===== src/sv/bmt_pkg.sv =====
// shared types and constants for the bit matrix transpose
// no dependencies
package bmt_pkg;

	localparam int unsigned ROW_W = 64;

	typedef enum logic {
		ST_LOAD,
		ST_EMIT
	} state_t;

	// controller to datapath
	typedef struct packed {
		logic load;
		logic emit;
		logic last;
	} cmd_t;

	// datapath to controller
	typedef struct packed {
		logic out_free;
	} sts_t;

endpackage


===== src/sv/bmt_dp.sv =====
// datapath: row shift line, column tap and output word register
// depends on bmt_pkg
module bmt_dp #(
	parameter int unsigned DIM = 64
) (
	input  logic                      clk,
	input  logic                      arst_n,
	input  bmt_pkg::cmd_t             cmd,
	output bmt_pkg::sts_t             sts,
	input  logic [bmt_pkg::ROW_W-1:0] row_bits,
	output logic                      out_valid,
	input  logic                      out_ready,
	output logic [bmt_pkg::ROW_W-1:0] col_bits,
	output logic                      last_row
);

	logic [DIM-1:0] tap_q [DIM];
	logic [DIM-1:0] col_d;
	logic [DIM-1:0] col_q;
	logic           last_q;
	logic           out_valid_q;

	// loading shifts rows toward tap 0; emitting shifts every row right by one
	always_ff @(posedge clk) begin
		if (cmd.load) begin
			for (int i = 0; i < DIM - 1; i++) begin
				tap_q[i] <= tap_q[i+1];
			end
			tap_q[DIM-1] <= row_bits[DIM-1:0];
		end else if (cmd.emit) begin
			for (int i = 0; i < DIM; i++) begin
				tap_q[i] <= tap_q[i] >> 1;
			end
		end
	end

	// bit 0 of every row forms the current transposed word
	always_comb begin
		for (int c = 0; c < DIM; c++) begin
			col_d[c] = tap_q[c][0];
		end
	end

	always_ff @(posedge clk or negedge arst_n) begin
		if (!arst_n) begin
			out_valid_q <= 1'b0;
		end else if (cmd.emit) begin
			out_valid_q <= 1'b1;
		end else if (out_ready) begin
			out_valid_q <= 1'b0;
		end
	end

	always_ff @(posedge clk) begin
		if (cmd.emit) begin
			col_q  <= col_d;
			last_q <= cmd.last;
		end
	end

	assign sts.out_free = !out_valid_q || out_ready;
	assign out_valid    = out_valid_q;
	assign col_bits     = bmt_pkg::ROW_W'(col_q);
	assign last_row     = last_q;

endmodule


===== config.mk =====
export PLATFORM = sky130hd
export DESIGN_NAME = bmt_dp
export DESIGN_NICKNAME = d
export VERILOG_FILES = /design/src/sv/bmt_pkg.sv /design/src/sv/bmt_dp.sv
export SDC_FILE = /design/constraint.sdc
export NUM_CORES = 2
export LEC_CHECK = 0
export BUFFER_PORTS_ARGS = -buffer_cell sky130_fd_sc_hd__clkbuf_2
export CORE_MARGIN = 4
export CORE_UTILIZATION = 25
export DETAILED_ROUTE_END_ITERATION = 12
export GPL_TIMING_DRIVEN = 1
export PLACE_DENSITY = 0.37
export REMOVE_ABC_BUFFERS = 1
export SYNTH_ARGS = -nofsm -noshare
export SYNTH_HDL_FRONTEND = slang
export SYNTH_SLANG_ARGS = --single-unit

===== constraint.sdc =====
create_clock -name clk -period 0.9 [get_ports clk]
set_input_delay 0.18 -clock clk [delete_from_list [all_inputs] [get_ports clk]]
set_output_delay 0.18 -clock clk [all_outputs]
set_load 0.005 [all_outputs]

==> results by group <==
Synth
  – Synth area leaders: edfxtp_1 70%, mux2_2 12%, nand2_1 8.7%, o21ai_1 4.5%, o21ai_0 1.5%
  – Largest family of logic cells by synthesized area: multiplexers
  – Post-synthesis sequential area ratio: 70.1%
  – Synth Area in XOR/XNOR: 0%
  – Syn_area_per_cell: 13.3 um2
  – Top cells by count, synth: 4143 x nand2_1, 4128 x edfxtp_1, 1953 x mux2_2
  – Fraction of the mapped netlist area in compound gates: 5.96%
  – Synth Area in Adders: 0%
  – EDFF count, synth: 4128
  – Post-synthesis register bit count: 4162
  – Area share of the largest cell type after synthesis: 69.7%
  – Post-synth top flop: edfxtp_1
  – Synth Area in Simple Gates: 8.98%
  – Most frequent cell after synthesis: nand2_1
  – Yosys cell types: 17
  – FFs w/ async S/R, synth: 0.0240%
  – Netlist Area Pre-Place: 178000 um2
  – Yosys warns: 0
  – Post-synthesis mux area share: 12.4%
  – Largest area contributor in the netlist: edfxtp_1
  – Post-Synthesis Cells: 13358

Critical path
  – Crit start category: register
  – FF-to-FF Start: tap_q[43][19]
  – R2R Setup Slk: -0.30 ns
  – Worst path top cell family by delay: flip-flops
  – Buf+Inv Stages, Crit Path: 1
  – Worst-path cell chain: nand2b_1, buf_2
  – Max stage delay on crit path: 0.37 ns
  – CP Class: register to output port
  – Crit path capture type: output port
  – Cells on worst reg2reg path: 2
  – R2R Path End: tap_q[42][19]
  – Data arrival, critical path: 1.58 ns
  – Crit path max-delay cell type: dfrtp_1
  – Worst endpoint required time: 0.72 ns
  – Max FO, Critical Path: 2

Power
  – Leak: 0.0763 uW
  – Pwr dens: 2350 nW/um2
  – Maximum vdd drop: 1.93 mV

Route
  – Post-route ant nets: 0
  – Wire per inst: 14.7 um
  – Violation count after the first detailed-routing iteration: 5719
  – Via-to-Cell Ratio: 4.20
  – DRC Markers: 0
  – Via count: 100386
  – Final Routed Wirelength: 352 mm
  – DR pass1 iterations: 5

Clock tree
  – Worst skew pair latency: 1.01 ns
  – Num Clock Sinks: 4162
  – Total CTS buffers: 519
  – H-tree depth: 6
  – Max Buffers Root-to-Sink: 4
  – Worst-path clk slew: 0.07 ns
  – CTS tree: yes
  – Root buf cell: clkbuf_16

STA
  – Final Critical Period: 1.76 ns
  – RSZ-0062 raised after global routing: yes
  – Period utilization: 195%
  – Final Slew Violations: 0
  – Max_slew headroom: 60.1%
  – Worst clock skew: 0.0493 ns
  – Setup ws final: -0.855 ns
  – Fmax: 0.570 GHz
  – Hold slack final: -0.477 ns
  – Final hold vios: 2
  – Worst Tran Pin Value: 0.599 ns
  – Finish-stage setup viols: 7484

Die
  – # rows: 309
  – Initial Util: 25.1%
  – # IOs: 137
  – Die ar.: 725000 um2
  – CORE AREA: 709000 um2
  – Die Y: 852 um
  – Die X: 852 um

Min path
  – HP Class: input port to register
  – Hold path startpoint: out_ready
  – WHS Endpoint: out_valid
  – Min-Delay Path Depth: 4

Placed design
  – Post-detail-place hpwl: 212 mm
  – GP Congestion: 0.669
  – I/O Buffers: 136

Job
  – Max cap viols: 0

Finish
  – Fraction of layout cells with a size suffix above 1: 24.7%
  – Fill cell count: 71522
  – Area Overhead vs Synth: 20.1%
  – Nets@finish: 14139
  – Multi-input gate area: 49700 um2
  – Final core occ: 30.1%
  – FF/Latch Area: 125000 um2

Run status
  – Status: finished with violations
  – Failing checks: hold timing, setup timing

Global routing
  – Global-route wire length before repair: 572 mm
  – Antenna violations before repair: 5
  – Overall Global Routing Usage: 9.35%
  – Largest net degree at the start of global routing: 100
  – Vias in the first global route: 106273
  – Overflow after GRT: 0
==> sequential cells by signal, indices dropped and copies added, names as in the netlist <==
| register | count |
|---|---|
| last_row | 1 |
| tap_q | 4096 |
| col_bits | 64 |
| out_valid | 1 |
==> power breakdown <==
group,switching [uW],leakage (uW),internal (uW)
logic,20600,0.0251,24800
clock network,82500,0.00744,110000
registers,14200,0.0438,249000
==> per-layer routing <==
metal	track usage, %	vias up	part of all wire (%)
met2	16.9	866	51
met4	2.39	2	2.2
li1	-	49654	-
met5	0.0397	-	0.012
met3	1.57	573	3.3
met1	11.5	49291	44
==> worst max-delay path by stage <==
stage                     startpoint       endpoint  slack, ns  cells past startpoint
after global placement        cmd[2]  tap_q[59][62]      -1.25                      5
after detailed placement      cmd[2]  tap_q[59][63]      -1.20                      5
after CTS                  out_valid            sts      -1.05                      2
after global routing       out_valid            sts      -1.03                      2
final                      out_valid            sts      -0.86                      2
after floorplan               cmd[1]    tap_q[0][0]     -50.13                      1
==> cell usage in the layout (no fill, tap or decap), types with 2 or more instances in the layout <==
cell | Yosys | routed
edfxtp_1 | 4128 | 4128
o21ai_0 | 518 | 512
clkbuf_2 | 0 | 132
mux2_2 | 1953 | 1669
clkinv_1 | 0 | 115
nand2b_1 | 35 | 34
a22o_1 | 8 | 8
mux2_4 | 0 | 284
o21ai_4 | 0 | 2
nand2_1 | 4143 | 4133
buf_16 | 0 | 7
inv_6 | 0 | 26
clkbuf_1 | 270 | 145
inv_16 | 0 | 9
bufinv_16 | 0 | 7
and2_1 | 31 | 30
dfxtp_1 | 33 | 33
buf_6 | 0 | 15
clkbuf_8 | 0 | 2
nand2_2 | 0 | 10
buf_4 | 173 | 521
clkbuf_16 | 0 | 537
buf_12 | 0 | 266
clkinv_8 | 0 | 10
o21ai_1 | 1586 | 1579
buf_2 | 462 | 2
dlymetal6s4s_1 | 0 | 5
clkinvlp_4 | 0 | 6
clkinv_2 | 0 | 38
o21ai_2 | 0 | 11
dlygate4sd3_1 | 0 | 155
==> cell families (layout without fill, tap and decap cells) <==
family / count (synthesis) / in the layout
other cells: 0 / 1
flops: 4162 / 4162
compound gates: 2112 / 2112
mux: 1953 / 1953
buf+inv: 920 / 2000
simple gates: 4211 / 4211
==> cell type report <==
cell class / instances / area share, %
sequential: 4162 / 58.4
multi-input combinational: 8276 / 23.3
clock buffer: 678 / 6.49
timing repair buffer: 1109 / 5.63
tap: 9485 / 5.56
clock inverter: 212 / 0.682
inverter: 1 / 0.00176
antenna: 1 / 0.00117
==> through the flow <==
step | setup slack (ns) | instance area [um2] | setup TNS (ns) | power [uW] | std cells
after CTS | -1.05 | 213000 | -3206.68 | 513000 | 23915
after global placement | -1.25 | 195000 | -7654.58 | 312000 | 22856
after floorplan | -50.13 | 173000 | - | 258000 | 12439
final | -0.855 | 214000 | -2786.20 | 502000 | 23924
after detailed placement | -1.20 | 195000 | -7465.54 | 312000 | 22856
after global routing | -1.03 | 214000 | -3130.43 | 528000 | 23924
==> tightest hold or removal path, delay by kind of cell <==
| kind | cells | cell delay [ns] |
|---|---|---|
| buf+inv | 2 | 0.17 |
| simple gates | 2 | 0.14 |
==> timing repair <==
| item | 4_1_cts | 5_1_grt |
|---|---|---|
| setup endpoints to repair | 1935 | 8221 |
| setup buffers | 13 | 0 |
| resized for setup | 245 | 106 |
| cloned | 0 | 6 |
| pin swaps | 16 | 16 |
| endpoints found under the hold margin | 288 | 86 |
| hold buffers | 159 | 4 |
Power figures use the tool's default switching activity.
