## config.mk

```make
export PLATFORM = sky130hd
export DESIGN_NAME = bmt_ctrl
export DESIGN_NICKNAME = d
export VERILOG_FILES = /design/src/sv/bmt_pkg.sv /design/src/sv/bmt_ctrl.sv
export SDC_FILE = /design/constraint.sdc
export NUM_CORES = 1
export LEC_CHECK = 0
export ABC_AREA = 1
export BUFFER_PORTS_ARGS = -buffer_cell sky130_fd_sc_hd__buf_2
export CORE_AREA = 10 10 47 49
export DETAILED_ROUTE_END_ITERATION = 16
export DIE_AREA = 0 0 57 59
export GPL_ROUTABILITY_DRIVEN = 0
export PLACE_DENSITY = 0.58
export SYNTH_ARGS = -nofsm -noshare
export SYNTH_HDL_FRONTEND = slang
export SYNTH_SLANG_ARGS = --single-unit
```

## constraint.sdc

```tcl
create_clock -name clk -period 1.3 [get_ports clk]
set_clock_uncertainty 0.2 [all_clocks]
set_input_delay 0.065 -clock clk [delete_from_list [all_inputs] [get_ports clk]]
set_output_delay 0.065 -clock clk [all_outputs]
set_load 0.03 [all_outputs]
```

## src/sv/bmt_pkg.sv

```systemverilog
// shared types and constants for the bit matrix transpose
// no dependencies
package bmt_pkg;

	localparam int unsigned ROW_W = 64;

	typedef enum logic {
		ST_LOAD,
		ST_EMIT
	} state_t;

	// controller to datapath
	typedef struct packed {
		logic load;
		logic emit;
		logic last;
	} cmd_t;

	// datapath to controller
	typedef struct packed {
		logic out_free;
	} sts_t;

endpackage

```

## src/sv/bmt_ctrl.sv

```systemverilog
// controller: load/emit state machine and row counter
// depends on bmt_pkg
module bmt_ctrl #(
	parameter int unsigned DIM = 64
) (
	input  logic          clk,
	input  logic          arst_n,
	input  logic          in_valid,
	output logic          in_ready,
	input  bmt_pkg::sts_t sts,
	output bmt_pkg::cmd_t cmd
);

	localparam int unsigned CNT_W = $clog2(DIM);
	localparam logic [CNT_W-1:0] CNT_LAST = CNT_W'(DIM - 1);

	bmt_pkg::state_t state_q, state_d;
	logic [CNT_W-1:0] cnt_q, cnt_d;

	always_ff @(posedge clk or negedge arst_n) begin
		if (!arst_n) begin
			state_q <= bmt_pkg::ST_LOAD;
			cnt_q   <= '0;
		end else begin
			state_q <= state_d;
			cnt_q   <= cnt_d;
		end
	end

	always_comb begin
		state_d  = state_q;
		cnt_d    = cnt_q;
		in_ready = 1'b0;
		cmd      = '0;
		cmd.last = (cnt_q == CNT_LAST);
		case (state_q)
			bmt_pkg::ST_LOAD: begin
				in_ready = 1'b1;
				cmd.load = in_valid;
			end
			bmt_pkg::ST_EMIT: begin
				cmd.emit = sts.out_free;
			end
			default: begin
				state_d = bmt_pkg::ST_LOAD;
			end
		endcase
		if (cmd.load || cmd.emit) begin
			if (cmd.last) begin
				cnt_d   = '0;
				state_d = cmd.load ? bmt_pkg::ST_EMIT : bmt_pkg::ST_LOAD;
			end else begin
				cnt_d = cnt_q + 1'b1;
			end
		end
	end

endmodule

```

==> results of run 1 <==
[worst min-delay path by stage]
stage / cells past startpoint / end / start / slack [ns]
finish: 5 / state_q$_DFFE_PN0P_ / in_valid / -0.02
global route: 5 / state_q$_DFFE_PN0P_ / in_valid / 0.004
CTS: 5 / state_q$_DFFE_PN0P_ / in_valid / -0.04
detailed placement: 1 / cnt_q[4]$_DFFE_PN0P_ / arst_n / -0.29
global placement: 1 / cnt_q[5]$_DFFE_PN0P_ / arst_n / -0.29
floorplan: 0 / cnt_q[0]$_DFFE_PN0P_ / arst_n / -0.43
[per-stage QoR]
step | utilization, % | TNS (ns)
final | 42.3 | -0.383
after global routing | 42.3 | -0.891
after CTS | 40.7 | -0.256
after detailed placement | 34.3 | -0.0568
after global placement | 34.3 | -0.0422
after floorplan | - | -0.00983
[flip-flops by register name (all words and copies together), names as in the netlist]
name and flops:
cnt_q 6, state_q 1
[layout make-up]
type | instances | area, µm² | share of cell area [%]
inverter | 10 | 45.0 | 7.59
clock buffer | 4 | 26.3 | 4.43
multi-input combinational | 33 | 209 | 35.2
tap | 16 | 20.0 | 3.38
timing repair buffer | 16 | 116 | 19.6
sequential | 7 | 176 | 29.7
[timing repair]
action | in CTS | in global routing
cloned | 0 | 0
resized for setup | 8 | 11
endpoints found under the setup margin | 3 | 10
hold endpoints to repair | 8 | 1
buffers inserted | 3 | 1
pin swaps | 1 | 1
[critical path, cell delays in order (launching register included)]
cell	delay, ns
dfrtp_1	0.39
ha_2	0.20
nand2_2	0.06
inv_2	0.05
nand2_4	0.07
clkinv_4	0.05
buf_6	0.13
[Yosys cell counts, drive strengths merged]
library cell | number | area [µm²]
nor2 | 4 | 20.0
nand3b | 2 | 15.0
xor2 | 1 | 8.76
inv | 9 | 33.8
clkinv | 1 | 3.75
nand2 | 18 | 75.1
buf | 1 | 11.3
o21ai | 2 | 10.0
dfrtp | 7 | 175
nand3 | 2 | 15.0
ha | 1 | 12.5
a21oi | 3 | 18.8
[layer usage]
layer | share of wire, % | track usage, %
met1 | 42 | 6.00
met2 | 53 | 10.1
met3 | 4.7 | 2.15
met4 | 0 | 2.01
met5 | 0 | 0
[power by group through the flow]
stage | Sequential [mW] | Clock (mW) | Combinational, mW
floorplan | 0.388 | 0 | 0.433
global route | 0.414 | 0.218 | 0.801
finish | 0.399 | 0.198 | 0.717
detailed placement | 0.388 | 0 | 0.585
CTS | 0.385 | 0.202 | 0.648
global placement | 0.386 | 0 | 0.577
[cells by family after synthesis]
kind of cell,Yosys count,share of synthesized area [%]
buffers and inverters,11,12.2
flip-flops,7,43.9
adder cells (fa/ha/maj),1,3.13
XOR/XNOR,1,2.19
AND/OR/NAND/NOR,26,31.3
AO/OA/AOI/OAI,5,7.21
[layout by cell type (no fill, tap or decap), types with 2 or more instances in the layout]
| master | n |
|---|---|
| nand2_1 | 12 |
| buf_4 | 10 |
| inv_1 | 7 |
| dfrtp_1 | 6 |
| nand2_2 | 4 |
| buf_2 | 4 |
| nor2_2 | 3 |
| clkbuf_4 | 3 |
| nand2_4 | 2 |
| o21ai_1 | 2 |
| nand3b_1 | 2 |
| a21oi_2 | 2 |
==> results_dict.tcl, run 1 <==
set metrics [dict create \
    power.leakage_nw 0.317 \
    cp-start-kind "flip-flop" \
    num_antenna_cells 0 \
    via_count 365 \
    clk_pin_slew_ns 0.05 \
    cts_tree "yes" \
    power_switching_mw 0.565 \
    rows 14 \
    finalSetupViolations 6 \
    final_max_slew_viol_count 0 \
    status "complete, but fails checks" \
    fin_ws_ns -0.149 \
    syn_nets 56 \
    syn-instance-count 51 \
    initial_core_util_pct 28.5 \
    die_x_um 57 \
    grt_max_degree 12 \
    final_cells 86 \
    post-place-cells 76 \
    internal_power_mw 0.750 \
    arrival_ns 1.18 \
    timing.hold.ws_ns -0.0237 \
    endpoint "cmd[0]" \
    core_mm2 0.00140 \
    grt_pass1_vias 392 \
    endpoint_kind "output port" \
    synth_cell_type_count 17 \
    violations "hold timing, setup timing" \
    rsz0062_at_grt "yes" \
    clock-sinks 7 \
    gr-total-overflow 0 \
    clock-root-buffer "clkbuf_4" \
    via_per_inst 4.24 \
    power_frac_clock_pct 15.0 \
    place_ws_ns -0.0537 \
    syn_to_final_growth_pct 48.6 \
    worstSkewPairLatency_ns 0.25 \
    hold_buffers 2 \
    routed_wl_um 941 \
    p_sw_share_pct 43.0 \
    grt_use_total_pct 5.68 \
    power_frac_comb_pct 54.6 \
    startpoint "cnt_q[0]$_DFFE_PN0P_" \
    totalPowerFinal_mw 1.31 \
    r2r-start "cnt_q[0]$_DFFE_PN0P_" \
    antenna_found_initial 0 \
    fmax_mhz 690 \
    die_area_mm2 0.00336 \
    dieHeight_um 59 \
    finalCriticalPeriod_ns 1.45 \
    drc 0 \
    first_pass_iters 4 \
    cts_buffers 3 \
    fill_cells 158 \
    ir_drop_v 0.00112 \
    required_ns 1.03 \
    slew-limit-headroom_pct 88.0 \
    drtAntennaViolNets 0 \
    critPathKind "flip-flop to output port" \
    maxCapViolCount 0 \
    max-clock-path-buffers 2 \
    rrSetupSlack_ns -0.07 \
    synth_seq_area_share_pct 43.9 \
    power.density_mw_per_mm2 2220 \
    fin_crit_sh_pct 111 \
    drt_iter0_drc 5 \
    syn_area_um2 399 \
    yosysWarnings 0 \
    power_frac_seq_pct 30.4 \
    synth-seq-cells 7 \
    hold_viol 1 \
    num_io_pins 8 \
    hold_path.class "primary input to flip-flop" \
    worstPathMaxFanout 2 \
    wire_per_inst_um 10.9 \
    r2r_end "cnt_q[5]$_DFFE_PN0P_" \
    grt_pass1_wl_mm 1.55 \
    dp_hpwl_um 626 \
    htree_levels 1 \
    reg2regPathDepth 9 \
    layout.nets 76 \
    fin_area_um2 593 \
    portBuffers 7 \
    layout-drive-gt1-share_pct 51.4 \
    worst_slew_pin_slew_ns 0.180 \
    synth.avg_cell_area_um2 7.83 \
    dpl_cell_area_um2 480 \
]
Power figures use the tool's default switching activity.
==> inputs of run 2 (changes only) <==
Settings changed: ABC_AREA 1 to default, PLACE_DENSITY 0.58 to 0.57.
==> run 2 against run 1 <==
Compared with the run above:
- the run ends with setup timing left
- first-iteration DRC count shrank 60%
- clock power is 3% higher
- register-to-register slack improved by 0.02 ns
- sequential share of layout area decreased by 3.8 points
- non-clock buffer count rose by 9
- total power is 7.1% higher
- routed wire length rose by 23%
- largest power group unchanged
- global-route usage is 1.7 points higher
- clock-buffer cell count did not move
- cell area rose by 15%
==> results_dict.tcl, run 2 <==
set metrics [dict create \
    htree_levels 1 \
    wire_per_inst_um 14.2 \
    synth_top_area_share_pct 45.5 \
    required_ns 1.03 \
    fin_crit_sh_pct 110 \
    rrSetupSlack_ns -0.05 \
    num_io_pins 8 \
    rsz0062_at_grt "yes" \
    cts_buffers 3 \
    power.density_mw_per_mm2 2070 \
    arrival_ns 1.17 \
    fin_ws_ns -0.135 \
    seqCellArea_um2 176 \
    die_area_mm2 0.00336 \
    async_flop_share_pct 100 \
    top_regs "cnt_q: 6 flops, state_q: 1 flops" \
    grt_pass1_wl_mm 1.90 \
    hold_start "in_valid" \
    path_delay_family "flip-flops" \
    fin_util_pct 48.6 \
    finalCriticalPeriod_ns 1.44 \
    clock-sinks 7 \
    grt_pass1_vias 408 \
    portBuffers 7 \
    final_cells 82 \
    maxCapViolCount 0 \
    path_buf_inv 2 \
    core_mm2 0.00140 \
    rows 14 \
    layout-drive-gt1-share_pct 56.1 \
    status "complete, but fails checks" \
    first_pass_iters 4 \
    worstSkewPairLatency_ns 0.25 \
    hold_path.class "primary input to flip-flop" \
    ys.flop_type "dfrtp_1" \
    r2r-start "state_q$_DFFE_PN0P_" \
    yosys-top-cells-count "7 x dfrtp_1, 7 x nand2_1" \
    gr-total-overflow 0 \
    via_per_inst 4.89 \
    fill_cells 138 \
    drc 0 \
    max_stage_delay_ns 0.45 \
    finalSetupViolations 7 \
    dp_hpwl_um 654 \
    final_max_slew_viol_count 0 \
    via_count 401 \
    drt_iter0_drc 2 \
    synth_top_area_cell "dfrtp_1" \
    synth.top_cells.by_area "dfrtp_1 45%, nand2_1 6.8%, xnor2_1 4.5%" \
    power.leakage_nw 0.307 \
    critPathKind "flip-flop to output port" \
    largest_register "cnt_q" \
    clk_pin_slew_ns 0.05 \
    num_antenna_cells 0 \
    clock-root-buffer "clkbuf_4" \
    fin_area_um2 681 \
    layout_common_cells "12 x buf_4, 7 x nand2_1, 7 x buf_6" \
    grt_max_degree 8 \
    slew-limit-headroom_pct 85.4 \
    largest_reg_flops 6 \
    min_to "cnt_q[0]$_DFFE_PN0P_" \
    synth_cell_type_count 21 \
    endpoint_kind "output port" \
    hold_depth 4 \
    drtAntennaViolNets 0 \
    post-place-cells 68 \
    synth_edf_count 0 \
    max-clock-path-buffers 2 \
    crit_path_cell_trace "buf_6 > and2b_2 > buf_6" \
    yosysWarnings 0 \
    hold_viol 0 \
    worstPathMaxFanout 4 \
    crit_path_top_delay_cell "dfrtp_2" \
    routed_wl_mm 1.16 \
    synth-seq-cells 7 \
    critPathMostFrequentCell "buf_6" \
    r2r_end "cnt_q[3]$_DFFE_PN0P_" \
    timing.hold.ws_ns 0.0108 \
    layout.nets 72 \
    die_x_um 57 \
    synth_seq_area_share_pct 45.5 \
    ir_drop_v 0.00107 \
    syn_to_final_growth_pct 76.6 \
    reg2regPathDepth 3 \
    dpl_cell_area_um2 494 \
    cts_tree "yes" \
    initial_core_util_pct 27.5 \
    worst_slew_pin_slew_ns 0.215 \
    syn_nets 43 \
    dieHeight_um 59 \
    grt_use_total_pct 7.35 \
    cp-start-kind "flip-flop" \
    syn_area_um2 385 \
    violations "setup timing" \
    layout_commonest_cell "buf_4" \
    antenna_found_initial 0 \
    fmax_mhz 697 \
    multiInputGateArea_um2 240 \
    synth.avg_cell_area_um2 10.1 \
    syn-instance-count 38 \
]
run 2: worst register-to-register path, stage by stage, from the launching register on:
cell,delay [ns]
dfrtp_2,0.45
mux2i_4,0.22
or3_1,0.33
o211ai_2,0.08
run 2: cell families after synthesis:
kind of cell | after synthesis | synth area share, %
multiplexers | 2 | 6.49
flip-flops | 7 | 45.5
AO/OA/AOI/OAI | 7 | 13.0
adder cells (fa/ha/maj) | 1 | 3.25
XOR/XNOR | 2 | 4.55
buffers and inverters | 2 | 3.89
AND/OR/NAND/NOR | 17 | 23.4
run 2: worst max-delay path by stage:
| stage | from | to | slack [ns] | cells past startpoint |
|---|---|---|---|---|
| 2_1_floorplan | state_q$_DFFE_PN0P_ | cnt_q[3]$_DFFE_PN0P_ | -0.006 | 4 |
| 3_3_place_gp | state_q$_DFFE_PN0P_ | cnt_q[3]$_DFFE_PN0P_ | -0.03 | 3 |
| 3_5_place_dp | state_q$_DFFE_PN0P_ | cnt_q[3]$_DFFE_PN0P_ | -0.02 | 3 |
| 4_1_cts | cnt_q[1]$_DFFE_PN0P_ | cmd[0] | -0.12 | 3 |
| 5_1_grt | cnt_q[2]$_DFFE_PN0P_ | cmd[0] | -0.18 | 3 |
| 6_report | state_q$_DFFE_PN0P_ | cmd[2] | -0.14 | 3 |
run 2: what timing repair did:
action,4_1_cts,5_1_grt
resized for setup,18,5
setup buffers,6,1
pin swaps,3,4
setup endpoints to repair,8,11
hold buffers,3,1
endpoints found under the hold margin,8,7
run 2: area by class of cell:
type                            instances  share of cell area, %
Inverter                                1                  0.551
Sequential cell                         7                   25.9
Clock buffer                            4                   3.86
Tap cell                               16                   2.94
Timing Repair Buffer                   25                   31.4
Multi-Input combinational cell         29                   35.3
run 2: power breakdown:
part | leakage [nW] | internal, mW | total, mW | switching [mW]
combinational | 0.210 | 0.461 | 0.793 | 0.332
sequential | 0.0823 | 0.315 | 0.410 | 0.0952
clock | 0.0150 | 0.118 | 0.204 | 0.0864
total | 0.307 | 0.893 | 1.41 | 0.514
run 2: per-stage QoR:
step / total power [mW] / worst slack (ns) / setup TNS (ns)
after global placement: 0.896 / -0.0288 / -0.0455
after global routing: 1.49 / -0.176 / -0.689
final: 1.41 / -0.135 / -0.406
after CTS: 1.30 / -0.119 / -0.358
after floorplan: 0.675 / -0.00610 / -0.00610
after detailed placement: 0.893 / -0.0250 / -0.0469
run 2: per-layer routing:
layer | track usage, % | wire length [µm]
met4 | 4.03 | 18
met1 | 7.75 | 504
met2 | 12.1 | 575
met5 | 0 | 0
met3 | 3.22 | 63
==> inputs of run 3 (changes only) <==
Settings changed: CORE_AREA 10 10 47 49 to 3 3 40 42, DIE_AREA 0 0 57 59 to 0 0 43 45.
==> run 3 against run 2 <==
Compared with the run above:
- total power up 9.3%
- register-to-register slack got worse by 0.10 ns
- die area shrank 42%
- fmax down 1.1%
- the flow still finishes with violations (setup timing)
==> results_dict.tcl, run 3 (synthesized netlist as in run 2, its figures left out) <==
set metrics [dict create \
    timing.hold.ws_ns 0.0270 \
    max-clock-path-buffers 2 \
    hold_start "in_valid" \
    die_x_um 43 \
    hold_path.class "primary input to flip-flop" \
    max_stage_delay_ns 0.35 \
    finalCriticalPeriod_ns 1.45 \
    final_max_slew_viol_count 0 \
    power.density_mw_per_mm2 2060 \
    crit_path_top_delay_cell "dfrtp_1" \
    ir_drop_v 0.00122 \
    fin_ws_ns -0.152 \
    layout-drive-gt1-share_pct 62.9 \
    portBuffers 7 \
    r2r_end "cnt_q[5]$_DFFE_PN0P_" \
    cp-start-kind "flip-flop" \
    grt_pass1_wl_mm 1.70 \
    fmax_mhz 689 \
    gr-total-overflow 0 \
    slew-limit-headroom_pct 77.5 \
    worstSkewPairLatency_ns 0.26 \
    fin_crit_sh_pct 112 \
    clk_pin_slew_ns 0.06 \
    power.leakage_nw 0.345 \
    first_pass_iters 4 \
    crit_path_cell_trace "buf_4 > buf_6 > buf_4 > nand3_1 > o31ai_1 > o21ai_0" \
    via_per_inst 4.82 \
    clock-sinks 7 \
    layout_common_cells "12 x buf_6, 11 x buf_4, 6 x nand2_1, 6 x dfrtp_1" \
    rsz0062_at_grt "yes" \
    finalSetupViolations 8 \
    grt_use_total_pct 12.8 \
    top_regs "cnt_q: 6 flops, state_q: 1 flops" \
    hold_viol 0 \
    grt_pass1_vias 408 \
    totalPowerFinal_mw 1.54 \
    clock-root-buffer "clkbuf_4" \
    drc 0 \
    violations "setup timing" \
    via_count 410 \
    dieHeight_um 45 \
    wire_per_inst_um 15.0 \
    largest_register "cnt_q" \
    cts_buffers 3 \
    drtAntennaViolNets 0 \
    maxCapViolCount 0 \
    largest_reg_flops 6 \
    dpl_cell_area_um2 500 \
    layout.nets 76 \
    drt_iter0_drc 6 \
    worst_slew_pin_slew_ns 0.337 \
    critPathKind "flip-flop to flip-flop" \
    syn_to_final_growth_pct 94.2 \
    grt_max_degree 8 \
    reg2regPathDepth 6 \
    r2r-start "cnt_q[3]$_DFFE_PN0P_" \
    antenna_found_initial 0 \
    fill_cells 105 \
    num_antenna_cells 0 \
    status "complete, but fails checks" \
    endpoint_kind "flip-flop" \
    worstPathMaxFanout 2 \
    core_mm2 0.00128 \
    critPathMostFrequentCell "buf_4" \
    min_to "cnt_q[3]$_DFFE_PN0P_" \
    rrSetupSlack_ns -0.15 \
    htree_levels 1 \
    arrival_ns 1.38 \
    hold_depth 4 \
    routed_wl_mm 1.27 \
    cts_tree "yes" \
    rows 13 \
    die_area_mm2 0.00194 \
    fin_area_um2 748 \
    layout_commonest_cell "buf_6" \
    dp_hpwl_um 668 \
    required_ns 1.23 \
    num_io_pins 8 \
    initial_core_util_pct 30.0 \
]
-- run 3: cell count changes in the layout (fill, tap and decap cells not counted), sizes merged --
cell  change
buf       +4
-- run 3: area by class of cell --
type | count | area (µm²) | share of cell area, %
timing repair buffer | 29 | 263 | 35.1
clock buffer | 4 | 26.3 | 3.51
multi-input combinational | 29 | 260 | 34.8
inverter | 1 | 3.75 | 0.502
tap | 15 | 18.8 | 2.51
sequential | 7 | 176 | 23.6
-- run 3: where the power goes --
group / switching (mW) / internal (mW) / total [mW]
Sequential: 0.0921 / 0.315 / 0.407
Combinational: 0.374 / 0.551 / 0.925
Clock: 0.0886 / 0.118 / 0.206
-- run 3: how the worst max path moves through the flow --
| stage | start | end |
|---|---|---|
| floorplan | state_q$_DFFE_PN0P_ | cnt_q[3]$_DFFE_PN0P_ |
| global placement | cnt_q[1]$_DFFE_PN0P_ | cmd[0] |
| detailed placement | state_q$_DFFE_PN0P_ | cnt_q[3]$_DFFE_PN0P_ |
| CTS | state_q$_DFFE_PN0P_ | cmd[2] |
| global route | cnt_q[3]$_DFFE_PN0P_ | cnt_q[5]$_DFFE_PN0P_ |
| finish | cnt_q[3]$_DFFE_PN0P_ | cnt_q[5]$_DFFE_PN0P_ |
-- run 3: layer usage --
layer	track usage (%)	up-vias	part of all wire, %
li1	-	202	-
met2	22.8	6	57
met3	3.59	5	1.8
met5	0	-	0
met1	12.3	197	38
met4	10.8	0	2.8
-- run 3: critical path: cells and delay by family, from the launching register on --
family / cells / cell delay, ns
DFF: 1 / 0.35
AOI/OAI and AO/OA: 2 / 0.38
and+or+nand+nor: 1 / 0.07
buffers and inverters: 3 / 0.31
-- run 3: stage by stage --
step | worst slack (ns) | cells | util, % | TNS (ns)
after floorplan | -0.00610 | 38 | - | -0.00610
after global placement | -0.0122 | 68 | 38.9 | -0.0266
after detailed placement | -0.0596 | 68 | 38.9 | -0.178
after CTS | -0.120 | 81 | 52.1 | -0.427
after global routing | -0.219 | 85 | 58.2 | -1.10
final | -0.152 | 85 | 58.2 | -0.779
-- run 3: what timing repair did --
action                                 in CTS  in global routing
resized for setup                          19                 12
setup buffers                               6                  4
pin swaps                                   5                  7
setup endpoints to repair                  10                 10
endpoints found under the hold margin       9                  0
hold buffers                                3                  0
gates cloned                                0                  0
